[config.mk]
export PLATFORM = sky130hd
export DESIGN_NAME = periodic_task_timer_table
export DESIGN_NICKNAME = d
export VERILOG_FILES = /design/src/hdl/ptt_pkg.sv /design/src/hdl/periodic_task_timer_table.sv /design/src/hdl/ptt_entry_alu.sv
export SDC_FILE = /design/constraint.sdc
export NUM_CORES = 1
export LEC_CHECK = 0
export BUFFER_PORTS_ARGS = -buffer_cell sky130_fd_sc_hd__buf_2
export CORE_AREA = 2 2 251 179
export DETAILED_ROUTE_END_ITERATION = 10
export DIE_AREA = 0 0 253 181
export PLACE_DENSITY = 0.81
export SYNTH_ARGS = -nofsm -noshare
export SYNTH_HDL_FRONTEND = slang
export SYNTH_HIERARCHICAL = 1
export SYNTH_SLANG_ARGS = --single-unit
[constraint.sdc]
create_clock -name clock -period 6.1 [get_ports clock]
set_input_delay 0.61 -clock clock [delete_from_list [all_inputs] [get_ports clock]]
set_output_delay 0.61 -clock clock [all_outputs]
set_load 0.005 [all_outputs]
[src/hdl/ptt_pkg.sv]
// ============================================================================
// ptt_pkg - shared types and constants of the periodic task timer table
// Holds the table geometry, the operation codes and the entry layout.
// ============================================================================
`default_nettype none

package ptt_pkg;

   // Table geometry.
   localparam int TABLE_DEPTH = 8;
   localparam int IDX_W       = (TABLE_DEPTH > 1) ? $clog2(TABLE_DEPTH) : 1;
   localparam int CNT_W       = $clog2(TABLE_DEPTH + 1);

   // Field widths.
   localparam int ID_W   = 16;
   localparam int TICK_W = 16;
   localparam int OP_W   = 2;

   // Operation codes of a request beat.
   typedef enum logic [OP_W-1:0] {
      OP_SET      = 2'd0,
      OP_DELETE   = 2'd1,
      OP_TICK     = 2'd2,
      OP_DISPATCH = 2'd3
   } op_type;

   // One timer entry as stored in the table.
   typedef struct packed {
      logic [ID_W-1:0]   id;
      logic [TICK_W-1:0] delay;
      logic [TICK_W-1:0] period;
      logic              ready;
   } entry_type;

   // Results of the shared entry update unit.
   typedef struct packed {
      logic      match;
      entry_type ticked;
      entry_type retired;
   } alu_res_type;

endpackage

`default_nettype wire

[src/hdl/periodic_task_timer_table.sv]
// ============================================================================
// periodic_task_timer_table - table of software timers with dispatch
// A small sequencer walks the entry table one slot at a time through a single
// entry update unit to set, delete, tick and dispatch timers.
// ============================================================================
//
//   Channel | Direction | Handshake          | Payload
//   --------+-----------+--------------------+-----------------------------------
//   req     | in        | req_valid/req_stall| req_op, req_task_id, req_delay_ticks,
//           |           |                    | req_period_ticks
//   rsp     | out       | rsp_valid/rsp_stall| rsp_run_id, rsp_last
//
// A request is accepted while the sequencer idles; a tick needs nothing more. Set
// and delete read and examine each entry searched, then append or read and write
// the tail entry. Dispatch adds a read and update of each entry for a pending
// tick, a read of each entry scanned, tail moves and a flush (single table read port).
// Reset clears the count, the pending tick and control state, not the table.
// A stalled rsp beat holds the scan only at a further ready entry or at the end.
//
`default_nettype none

module periodic_task_timer_table (
   input  wire logic                          clock,
   input  wire logic                          reset,
   input  wire logic                          req_valid,
   output logic                               req_stall,
   input  wire logic [ptt_pkg::OP_W-1:0]      req_op,
   input  wire logic [ptt_pkg::ID_W-1:0]      req_task_id,
   input  wire logic [ptt_pkg::TICK_W-1:0]    req_delay_ticks,
   input  wire logic [ptt_pkg::TICK_W-1:0]    req_period_ticks,
   output logic                               rsp_valid,
   input  wire logic                          rsp_stall,
   output logic [ptt_pkg::ID_W-1:0]           rsp_run_id,
   output logic                               rsp_last
);

   typedef enum logic [2:0] {
      S_IDLE,
      S_READ,
      S_EXAM,
      S_APPEND,
      S_MOVE_RD,
      S_MOVE_WR,
      S_FLUSH
   } state_type;

   // Sequencer and request registers.
   state_type                    state_ff,       state_in;
   ptt_pkg::op_type              op_ff,          op_in;
   logic [ptt_pkg::ID_W-1:0]     id_ff,          id_in;
   logic [ptt_pkg::TICK_W-1:0]   dly_ff,         dly_in;
   logic [ptt_pkg::TICK_W-1:0]   per_ff,         per_in;
   logic [ptt_pkg::CNT_W-1:0]    k_ff,           k_in;
   logic [ptt_pkg::CNT_W-1:0]    count_ff,       count_in;
   logic                         tick_pending_ff, tick_pending_in;
   logic                         tick_phase_ff,  tick_phase_in;
   logic                         hold_valid_ff,  hold_valid_in;
   logic [ptt_pkg::ID_W-1:0]     hold_id_ff,     hold_id_in;
   logic                         rsp_valid_ff,   rsp_valid_in;
   logic [ptt_pkg::ID_W-1:0]     rsp_run_id_ff,  rsp_run_id_in;
   logic                         rsp_last_ff,    rsp_last_in;

   // Entry table and its ports.
   ptt_pkg::entry_type           table_mem [ptt_pkg::TABLE_DEPTH];
   ptt_pkg::entry_type           rd_data_ff;
   logic [ptt_pkg::IDX_W-1:0]    rd_addr;
   logic                         wr_en;
   logic [ptt_pkg::IDX_W-1:0]    wr_addr;
   ptt_pkg::entry_type           wr_data;

   ptt_pkg::alu_res_type         alu_res;
   ptt_pkg::entry_type           new_entry;
   logic [ptt_pkg::CNT_W-1:0]    k_next;
   logic [ptt_pkg::CNT_W-1:0]    tail;
   logic [ptt_pkg::IDX_W-1:0]    k_idx;
   logic                         at_tail;
   logic                         out_free;
   ptt_pkg::op_type              req_op_cast;

   assign req_op_cast = ptt_pkg::op_type'(req_op);
   assign k_next      = k_ff + ptt_pkg::CNT_W'(1);
   assign tail        = count_ff - ptt_pkg::CNT_W'(1);
   assign k_idx       = k_ff[ptt_pkg::IDX_W-1:0];
   assign at_tail     = (k_next == count_ff);
   assign out_free    = !rsp_valid_ff || !rsp_stall;
   assign rd_addr     = (state_ff == S_MOVE_RD) ? tail[ptt_pkg::IDX_W-1:0] : k_idx;

   assign new_entry.id     = id_ff;
   assign new_entry.delay  = dly_ff;
   assign new_entry.period = per_ff;
   assign new_entry.ready  = 1'b0;

   // Shared compare and update unit for the entry under examination.
   ptt_entry_alu u_alu (
      .entry  (rd_data_ff),
      .key_id (id_ff),
      .res    (alu_res)
   );

   // Entry table: one write and one registered read per cycle.
   always_ff @(posedge clock) begin
      if (wr_en) begin
         table_mem[wr_addr] <= wr_data;
      end
      rd_data_ff <= table_mem[rd_addr];
   end

   // Sequencer next-state and table write control.
   always_comb begin
      state_in        = state_ff;
      op_in           = op_ff;
      id_in           = id_ff;
      dly_in          = dly_ff;
      per_in          = per_ff;
      k_in            = k_ff;
      count_in        = count_ff;
      tick_pending_in = tick_pending_ff;
      tick_phase_in   = tick_phase_ff;
      hold_valid_in   = hold_valid_ff;
      hold_id_in      = hold_id_ff;
      rsp_valid_in    = rsp_valid_ff && rsp_stall;
      rsp_run_id_in   = rsp_run_id_ff;
      rsp_last_in     = rsp_last_ff;
      wr_en           = 1'b0;
      wr_addr         = k_idx;
      wr_data         = new_entry;

      unique case (state_ff)
         S_IDLE: begin
            if (req_valid) begin
               op_in  = req_op_cast;
               id_in  = req_task_id;
               dly_in = req_delay_ticks;
               per_in = req_period_ticks;
               k_in   = '0;
               unique case (req_op_cast)
                  ptt_pkg::OP_SET: begin
                     if (req_task_id != '0) begin
                        state_in = (count_ff == '0) ? S_APPEND : S_READ;
                     end
                  end
                  ptt_pkg::OP_DELETE: begin
                     if (req_task_id != '0 && count_ff != '0) begin
                        state_in = S_READ;
                     end
                  end
                  ptt_pkg::OP_TICK: begin
                     tick_pending_in = 1'b1;
                  end
                  ptt_pkg::OP_DISPATCH: begin
                     tick_pending_in = 1'b0;
                     tick_phase_in   = tick_pending_ff;
                     if (count_ff != '0) begin
                        state_in = S_READ;
                     end
                  end
                  default: begin
                     state_in = S_IDLE;
                  end
               endcase
            end
         end

         S_READ: begin
            state_in = S_EXAM;
         end

         S_EXAM: begin
            unique case (op_ff)
               ptt_pkg::OP_SET: begin
                  if (alu_res.match) begin
                     wr_en    = 1'b1;
                     state_in = S_IDLE;
                  end else if (at_tail) begin
                     state_in = S_APPEND;
                  end else begin
                     k_in     = k_next;
                     state_in = S_READ;
                  end
               end
               ptt_pkg::OP_DELETE: begin
                  if (alu_res.match) begin
                     if (at_tail) begin
                        count_in = tail;
                        state_in = S_IDLE;
                     end else begin
                        state_in = S_MOVE_RD;
                     end
                  end else if (at_tail) begin
                     state_in = S_IDLE;
                  end else begin
                     k_in     = k_next;
                     state_in = S_READ;
                  end
               end
               ptt_pkg::OP_DISPATCH: begin
                  if (tick_phase_ff) begin
                     // Tick pass: ready on zero delay, else count down.
                     wr_en   = 1'b1;
                     wr_data = alu_res.ticked;
                     if (at_tail) begin
                        k_in          = '0;
                        tick_phase_in = 1'b0;
                     end else begin
                        k_in = k_next;
                     end
                     state_in = S_READ;
                  end else if (!rd_data_ff.ready) begin
                     k_in     = k_next;
                     state_in = at_tail ? S_FLUSH : S_READ;
                  end else if (!hold_valid_ff || out_free) begin
                     // Send the previous held beat and hold this one until
                     // it is known whether another follows.
                     if (hold_valid_ff) begin
                        rsp_valid_in  = 1'b1;
                        rsp_run_id_in = hold_id_ff;
                        rsp_last_in   = 1'b0;
                     end
                     hold_valid_in = 1'b1;
                     hold_id_in    = rd_data_ff.id;
                     if (rd_data_ff.period == '0) begin
                        if (at_tail) begin
                           count_in = tail;
                           state_in = S_FLUSH;
                        end else begin
                           state_in = S_MOVE_RD;
                        end
                     end else begin
                        wr_en    = 1'b1;
                        wr_data  = alu_res.retired;
                        k_in     = k_next;
                        state_in = at_tail ? S_FLUSH : S_READ;
                     end
                  end
               end
               default: begin
                  state_in = S_IDLE;
               end
            endcase
         end

         S_APPEND: begin
            if (count_ff < ptt_pkg::CNT_W'(ptt_pkg::TABLE_DEPTH)) begin
               wr_en    = 1'b1;
               wr_addr  = count_ff[ptt_pkg::IDX_W-1:0];
               count_in = count_ff + ptt_pkg::CNT_W'(1);
            end
            state_in = S_IDLE;
         end

         S_MOVE_RD: begin
            state_in = S_MOVE_WR;
         end

         S_MOVE_WR: begin
            // The tail entry fills the freed slot; a dispatch skips it.
            wr_en    = 1'b1;
            wr_data  = rd_data_ff;
            count_in = tail;
            if (op_ff == ptt_pkg::OP_DISPATCH) begin
               k_in     = k_next;
               state_in = (k_next < tail) ? S_READ : S_FLUSH;
            end else begin
               state_in = S_IDLE;
            end
         end

         S_FLUSH: begin
            if (!hold_valid_ff) begin
               state_in = S_IDLE;
            end else if (out_free) begin
               rsp_valid_in  = 1'b1;
               rsp_run_id_in = hold_id_ff;
               rsp_last_in   = 1'b1;
               hold_valid_in = 1'b0;
               state_in      = S_IDLE;
            end
         end

         default: begin
            state_in = S_IDLE;
         end
      endcase
   end

   // State and registered outputs.
   always_ff @(posedge clock) begin
      if (reset) begin
         state_ff        <= S_IDLE;
         count_ff        <= '0;
         tick_pending_ff <= 1'b0;
         tick_phase_ff   <= 1'b0;
         hold_valid_ff   <= 1'b0;
         rsp_valid_ff    <= 1'b0;
         k_ff            <= '0;
      end else begin
         state_ff        <= state_in;
         count_ff        <= count_in;
         tick_pending_ff <= tick_pending_in;
         tick_phase_ff   <= tick_phase_in;
         hold_valid_ff   <= hold_valid_in;
         rsp_valid_ff    <= rsp_valid_in;
         k_ff            <= k_in;
      end
      op_ff         <= op_in;
      id_ff         <= id_in;
      dly_ff        <= dly_in;
      per_ff        <= per_in;
      hold_id_ff    <= hold_id_in;
      rsp_run_id_ff <= rsp_run_id_in;
      rsp_last_ff   <= rsp_last_in;
   end

   assign req_stall  = (state_ff != S_IDLE);
   assign rsp_valid  = rsp_valid_ff;
   assign rsp_run_id = rsp_run_id_ff;
   assign rsp_last   = rsp_last_ff;

   // The entry count never exceeds the table.
   a_count_bound: assert property (@(posedge clock) disable iff (reset)
      count_ff <= ptt_pkg::CNT_W'(ptt_pkg::TABLE_DEPTH))
      else $error("entry count beyond table depth");

   // The scan index never passes the entry count.
   a_index_bound: assert property (@(posedge clock) disable iff (reset)
      k_ff <= count_ff)
      else $error("scan index beyond entry count");

   // No held beat survives the end of a dispatch.
   a_hold_empty_idle: assert property (@(posedge clock) disable iff (reset)
      (state_ff == S_IDLE) |-> !hold_valid_ff)
      else $error("held response beat left over while idle");

   // The entry count moves by at most one per cycle.
   a_count_step: assert property (@(posedge clock) disable iff (reset)
      !$past(reset) |-> ((count_ff == $past(count_ff)) ||
                         (count_ff == $past(count_ff) + ptt_pkg::CNT_W'(1)) ||
                         (count_ff + ptt_pkg::CNT_W'(1) == $past(count_ff))))
      else $error("entry count jumped");

endmodule

`default_nettype wire

[src/hdl/ptt_entry_alu.sv]
// ============================================================================
// ptt_entry_alu - shared entry update unit
// Compares one entry's id against the request id and forms the entry after a
// tick and after the entry has been dispatched.
// ============================================================================
`default_nettype none

module ptt_entry_alu (
   input  wire ptt_pkg::entry_type      entry,
   input  wire logic [ptt_pkg::ID_W-1:0] key_id,
   output ptt_pkg::alu_res_type          res
);

   logic delay_zero;

   assign delay_zero = (entry.delay == '0);

   // Id compare, tick update and post-dispatch update share one delay check.
   always_comb begin
      res.match   = (entry.id == key_id);

      res.ticked  = entry;
      if (delay_zero) begin
         res.ticked.ready = 1'b1;
      end else begin
         res.ticked.delay = entry.delay - ptt_pkg::TICK_W'(1);
      end

      res.retired       = entry;
      res.retired.ready = 1'b0;
      if (delay_zero) begin
         res.retired.delay = entry.period - ptt_pkg::TICK_W'(1);
      end
   end

endmodule

`default_nettype wire

==> results.md, run 1 <==
* Avg WL per Cell at between 20 and 25 µm
* Max-cap violations at 0
* CTS tree: done
* Setup Viol. Count Final at 0
* Status: complete, no violations
* Setup Skew at approximately 33 ps
* Layout cell share with drive strength beyond 1 at between 10% and 20%
* Area growth from synthesis to layout at 8.284%
* Final hold vios at 0
* Flop2flop setup slack at between 1500 and 2000 ps
* Number of fillers in the final layout at around 3,200
* Yosys reg bits at around 540
* Post-synth top flop: edfxtp_1
* Vias at 16,786
* Final HPWL DP at 38.87 mm
* Skew-Pair Late Insertion Delay at about 610 ps
* GRT Residual Overflow at 0
* DP Cell Count at 2,481
* Top cells by area, synth: edfxtp_1 (59%), nand2_1 (6.6%), dfxtp_1 (5.3%), nand3_1 (2.3%), buf_4 (2.1%)
* CTS clk-pin slew, worst paths at approximately 70 ps
* Post-CTS Resized at 0
* Syn_area_per_cell at 11.93 µm²
* Post-CTS Hold Fix Bufs at 0
* FF-to-FF End: table_mem[2][47]
* Non-Filler Instances at roughly 2,600
* Leakage at between 0.008 and 0.009 µW
* Slew Viols, Final at 0
* Sw Ratio at between 20% and 30%
* Largest fanout on the critical path at 31
* Critical path origin: id_ff[9]
* Worst path cell trace: xnor2_1 > nand4_1 > nor4_1 > a22oi_1 > o31a_1 > nor2_4 > buf_4
* GPL Wtd Cong at approximately 0.9
* Crit-path max cell delay at 970 ps
* Final wirelength at 63.29 mm
* Post-route antenna net violation count at 0
* Number of global-route vias before repair at 16,002
* Die Ht at between 150 and 200 µm
* Slew at the pin with the worst max-slew slack at roughly 1400 ps
* 1st-pass router iterations at 6
* R2r startpoint: id_ff[9]
* Clk buf depth at 3
* Root Driver: clkbuf_16
* Synthesized cell area at about 24,000 µm²
* Pwr per Cell Area at between 300 and 400 nW/µm²
* Chip width at between 200 and 300 µm
* Slew HR at 4.086%
* Reg area at ~16,000 µm²
* Minimum clock period at approximately 4300 ps
* # DRC at 0
* Sw Pwr at 1890 µW
* Multi-input logic area at 7537 µm²
* Synth unique cells at between 70 and 80
* H-tree levels at 2
* # port buffers at slightly above 70
* Initial antenna violation count at 4
* Site row count at 64
* Total GRT Usage at around 28%
* Min-delay worst type: in2reg
* Post-CTS Setup Bufs at 0
* Synthesized Nets at ~2,100
* Post-synth EDFFs at approximately 480
* CTS sink cnt at approximately 540
* Part of the power in registers at around 54%
* Arr. time, crit path at roughly 4600 ps
* Fin nets at between 2,000 and 2,500
* Share of the synthesized area in the top cell type at between 50% and 60%
* Largest net degree at the start of global routing at 94
* Critical path class: reg2reg
* First-pass GRT wire length at between 90 and 100 mm
* R2R depth at 7
* Fmax at 0.2312 GHz
* Critical Path End: table_mem[2][47]
* Io pins at between 70 and 80
* Initial Util at between 50% and 60%
* Core ar. at between 40,000 and 50,000 µm²
* RSZ-0062 raised after global routing: false
* Sequential area share after synthesis at approximately 65%
* Post-Syn Instances at 2,019
* Total internal power at 6043 µW
* CTS buffer count at 48
* 1st-iter DRT viols at approximately 2,700
* Max IR drop VDD at approximately 0.21 mV
* Ys async rst share at 0%
* Critical-path top delay cell: nor4_1
* Gate power share at around 7.5%
* WP data required at 6370 ps
* Final worst-path cycle share at a little under three quarters
* CP Capture Type: flop
* Clock power share at just under 40%
* Via-to-Cell Ratio at 6.526
* Critical path launch point type: flop
* Cell taking the most area after synthesis: edfxtp_1
* Yosys warns at 6
* Total negative setup slack at 0 ps
* Die area at between 40,000 and 50,000 µm²
per-stage QoR:
stage,instance area (µm²),worst slack (ps),util [%],power (µW),hold WS [ps]
after floorplan,24080,290.9,-,4698,400.3
after global placement,24480,1994,56.62,4885,402.5
after detailed placement,24480,1912,56.62,4913,406.6
after CTS,26070,1892,60.29,7924,155.3
after global routing,26070,1688,60.29,8141,160.4
final,26070,1775,60.29,7934,174.6
per-layer routing:
| layer | wire (µm) | share of wire (%) | vias to the layer above | GRT usage (%) |
|---|---|---|---|---|
| li1 | - | - | 7351 | - |
| met1 | 25510 | 40 | 8192 | 40.89 |
| met2 | 27280 | 43 | 1127 | 39.57 |
| met3 | 8610 | 14 | 114 | 7.765 |
| met4 | 1871 | 3.0 | 2 | 8.828 |
| met5 | 13 | 0.021 | - | 0 |
cells by family after synthesis:
kind of cell	after synthesis	share of synthesized area, %
AND/OR/NAND/NOR	806	16.21
flip-flops	539	64.56
AO/OA/AOI/OAI	379	11.44
buffers and inverters	221	4.708
XOR/XNOR	48	1.840
adder cells (fa/ha/maj)	16	0.8315
multiplexers	9	0.3846
other	1	0.01558
cells in the mapped netlist (4+ instances only):
library cell	instances
nand2b_1	6
buf_6	4
nand2_1	426
a21oi_1	61
o221ai_1	47
nor3_1	9
nand3_1	112
buf_1	10
nor2_1	32
a22oi_1	49
inv_1	17
and3_1	52
o21ai_0	70
or3_1	6
ha_1	16
buf_4	66
nor2b_1	4
clkbuf_1	103
xor2_1	15
nand4_1	9
buf_2	21
a31o_2	49
o21a_1	4
nand3b_1	54
mux2i_1	7
o31ai_1	9
nor3b_1	6
edfxtp_1	475
and2_1	7
xnor2_1	31
dfxtp_1	64
a311oi_1	51
or2_2	50
a21o_1	11
nor4_1	17
power groups by stage:
stage / Combinational (µW) / Clock [µW] / Sequential [µW]
finish: 595 / 3070 / 4270
global route: 637 / 3230 / 4270
CTS: 577 / 3080 / 4260
detailed placement: 571 / 0 / 4340
global placement: 548 / 0 / 4340
floorplan: 398 / 0 / 4300
worst min-delay path by stage:
stage | startpoint | cells after the start | end | slack, ps
global route | req_delay_ticks[1] | 1 | dly_ff[1] | 160
global placement | hold_id_ff[5] | 0 | rsp_run_id[5] | 400
detailed placement | hold_id_ff[2] | 0 | rsp_run_id[2] | 410
floorplan | hold_id_ff[0] | 0 | rsp_run_id[0] | 400
finish | req_period_ticks[1] | 1 | per_ff[1] | 170
CTS | req_period_ticks[1] | 1 | per_ff[1] | 160
cell type report:
cell class,instances,area share [%]
flip-flops and latches,539,59.63
multi-input cells,1259,28.91
clock buffers,66,4.982
well taps,561,2.692
repair buffers,105,2.428
clock inverters,24,1.104
inverters,17,0.2448
diodes,1,0.009598
critical path: cells and delay by family, from the launching register on:
family,cells,cell delay [ps]
flip-flops,1,440
buffers and inverters,1,450
AO/OA/AOI/OAI,2,750
XOR/XNOR,1,220
AND/OR/NAND/NOR,3,2090
registers in the layout (all words and copies together), names as in the netlist:
register         cells
rd_data_ff          49
op_ff                2
tick_phase_ff        1
rsp_last             1
count_ff             4
tick_pending_ff      1
per_ff              16
state_ff             3
rsp_valid            1
dly_ff              16
id_ff               16
hold_valid_ff        1
hold_id_ff          16
k_ff                 4
rsp_run_id          16
table_mem          392
cells in the final DEF, fill, tap and decap left out, types with 8 or more instances in the layout:
master / synthesis / layout
a21o_1: 11 / 10
o21ai_0: 70 / 65
clkbuf_1: 103 / 15
o31ai_1: 9 / 9
buf_4: 66 / 31
dfxtp_1: 64 / 63
nand4_1: 9 / 9
nor3_1: 9 / 9
a22oi_1: 49 / 49
edfxtp_1: 475 / 475
nor2_4: 0 / 8
clkbuf_16: 0 / 48
and3_1: 52 / 52
nand3b_1: 54 / 54
buf_2: 21 / 72
nor2_1: 32 / 24
nor4_1: 17 / 17
nand2_1: 426 / 426
or2_2: 50 / 50
xnor2_1: 31 / 31
a311oi_1: 51 / 51
ha_1: 16 / 15
inv_1: 17 / 17
a21oi_1: 61 / 60
nand3_1: 112 / 112
xor2_1: 15 / 15
a31o_2: 49 / 49
clkinv_2: 0 / 8
o221ai_1: 47 / 47
Power figures use the tool's default switching activity.
==> inputs of run 2 (changes only) <==
--- a/config.mk
+++ b/config.mk
@@ -6,10 +6,10 @@
 export NUM_CORES = 1
 export LEC_CHECK = 0
 export BUFFER_PORTS_ARGS = -buffer_cell sky130_fd_sc_hd__buf_2
-export CORE_AREA = 2 2 251 179
+export CORE_AREA = 2 2 239 170
 export DETAILED_ROUTE_END_ITERATION = 10
-export DIE_AREA = 0 0 253 181
-export PLACE_DENSITY = 0.81
+export DIE_AREA = 0 0 241 172
+export PLACE_DENSITY = 0.85
 export SYNTH_ARGS = -nofsm -noshare
 export SYNTH_HDL_FRONTEND = slang
 export SYNTH_HIERARCHICAL = 1
==> constraint.sdc (replaced) <==
create_clock -name clock -period 4.1 [get_ports clock]
set_input_delay 0.41 -clock clock [delete_from_list [all_inputs] [get_ports clock]]
set_output_delay 0.41 -clock clock [all_outputs]
set_load 0.005 [all_outputs]
==> run 2 against run 1 <==
Compared with the run above: sequential cell count unchanged; highest routed layer is now met4; first-iteration DRC count increased by 3.0%; largest power group unchanged; global-route usage increased by 2.4 points; non-clock buffer count increased by 51.
==> results.md, run 2 (same netlist as run 1, synthesis figures left out) <==
* Area growth from synthesis to layout at 11.24%
* Final hold vios at 0 (unchanged)
* Arr. time, crit path at 3910 ps (-680 ps)
* WP data required at 4340 ps (-2030 ps)
* GRT Residual Overflow at 0 (unchanged)
* Largest fanout on the critical path at 49 (+58%)
* Critical path launch point type: flop
* Fin area at 26,780 µm² (+2.7%)
* Setup Viol. Count Final at 0 (unchanged)
* Final wirelength at 63.04 mm (-0.39%)
* 1st-pass router iterations at 9 (+3)
* Vias at 17,484 (+4.2%)
* Io pins at 73 (unchanged)
* Leakage at 0.009317 µW (+4.4%)
* Min-delay worst type: in2reg
* Commonest non-fill, non-tap cell in the layout: edfxtp_1
* Ant diodes at 0 (-1)
* Avg WL per Cell at 24.29 µm (-1.3%)
* CTS buffer count at 48 (unchanged)
* CTS tree: done
* CTS sink cnt at 539 (unchanged)
* Fmax at 0.2724 GHz (+18%)
* FF-to-FF End: table_mem[7][19]
* Minimum clock period at 3671 ps (-653.8 ps)
* First-pass GRT wire length at 94.63 mm (-1.5%)
* CP Capture Type: flop
* Skew-Pair Late Insertion Delay at 590 ps (-20 ps)
* R2R depth at 8 (+1)
* Hold endpoint: dly_ff[1]
* Pwr per Cell Area at 455.2 nW/µm² (+50%)
* Slew Viols, Final at 0 (unchanged)
* Placement Cell Area at 24,970 µm² (+2.0%)
* Max IR drop VDD at 0.3637 mV (+72%)
* GPL Wtd Cong at 0.9355 (+3.5%)
* Hold depth at 1 (unchanged)
* Fin nets at 2,091 (+2.5%)
* Post-CTS Setup Bufs at 0 (unchanged)
* Max reg flops at 392 (unchanged)
* Hold_sp: req_delay_ticks[1]
* Slew HR at 20.90% (+17 points)
* Most frequent cells in the layout: edfxtp_1 (475), nand2_1 (426), nand3_1 (112)
* Initial Util at 61.37% (+5.7 points)
* Clk buf depth at 3 (unchanged)
* Multi-input logic area at 7543 µm² (about the same)
* Root Driver: clkbuf_16
* Initial antenna violation count at 0 (-4)
* Flop2flop setup slack at 430 ps (-1350 ps)
* Status: complete, no violations
* Layout cell share with drive strength beyond 1 at 17.43% (+2.1 points)
* Biggest regs: table_mem (392), rd_data_ff (49)
* Total GRT Usage at 30.04% (+2.4 points)
* Site row count at 61 (-4.7%)
* 1st-iter DRT viols at 2,763 (+3.0%)
* Die area at 41,450 µm² (-9.5%)
* Post-route antenna net violation count at 0 (unchanged)
* Number of global-route vias before repair at 16,587 (+3.7%)
* CTS clk-pin slew, worst paths at 70 ps (about the same)
* Core ar. at 39,230 µm² (-9.3%)
* # port buffers at 72 (unchanged)
* Post-CTS Resized at 0 (unchanged)
* H-tree levels at 2 (unchanged)
* Final worst-path cycle share at 89.53% (+19 points)
* Number of fillers in the final layout at 2,628 (-17%)
* # DRC at 0 (unchanged)
* Setup Skew at 33.33 ps (+0.3542 ps)
* Critical path class: reg2reg
* Slew at the pin with the worst max-slew slack at 1186 ps (-237.2 ps)
* R2r startpoint: id_ff[13]
* Reg area at 15,550 µm² (unchanged)
* Via-to-Cell Ratio at 6.738 (+3.2%)
* Post-CTS Hold Fix Bufs at 6 (+6)
* Hold Slack at 8.142 ps (-166.5 ps)
* Final HPWL DP at 35.65 mm (-8.3%)
* Largest net degree at the start of global routing at 99 (+5.3%)
* Biggest register: table_mem
* Die Ht at 172 µm (-5.0%)
* Chip width at 241 µm (-4.7%)
* RSZ-0062 raised after global routing: false
* Max-cap violations at 0 (unchanged)
run 2: worst max-delay path by stage:
stage	start	to	slack (ps)	cells after the start
global placement	id_ff[13]	table_mem[7][34]	760	8
global route	id_ff[13]	table_mem[7][48]	540	8
floorplan	state_ff[0]	table_mem[2][0]	-110	6
CTS	id_ff[13]	table_mem[7][14]	630	8
detailed placement	id_ff[5]	table_mem[7][34]	720	8
finish	id_ff[13]	table_mem[7][19]	430	8
run 2: report_power, final:
part	switching (µW)	leakage [µW]	internal, µW
registers	149	0.00483	6210
clock network	2030	0.000835	2890
logic	581	0.00365	333
run 2: worst max-delay path: stages, from the launching register on:
cell and delay [ps]:
edfxtp_1 470, xnor2_1 290, nand4_1 190, nor4_1 740
buf_4 250, a22oi_1 80, o31a_1 550, nor3b_4 320
buf_12 350
run 2: final cells by class:
class	instances	share of cell area, %
flip-flops and latches	539	58.04
multi-input cells	1259	28.16
clock buffers	63	5.036
repair buffers	156	4.625
well taps	535	2.499
clock inverters	26	1.392
inverters	17	0.2383
run 2: per-stage QoR:
step           cells  worst slack, ps  TNS (ps)  util, %  power, µW
6_report        2595            429.1         0    68.27      12190
2_1_floorplan   2019           -105.9    -25640        -       6990
3_3_place_gp    2497            755.6         0    63.65       7272
4_1_cts         2592            625.9         0    68.20      12160
5_1_grt         2595            544.5         0    68.27      12480
3_5_place_dp    2497            716.2         0    63.65       7325
run 2: layer usage:
layer	GRT usage [%]	up-vias	routed length, µm
met1	41.94	8427	24020
li1	-	7437	-
met2	46.53	1405	28730
met5	0	-	0
met4	11.76	0	2399
met3	6.513	215	7895
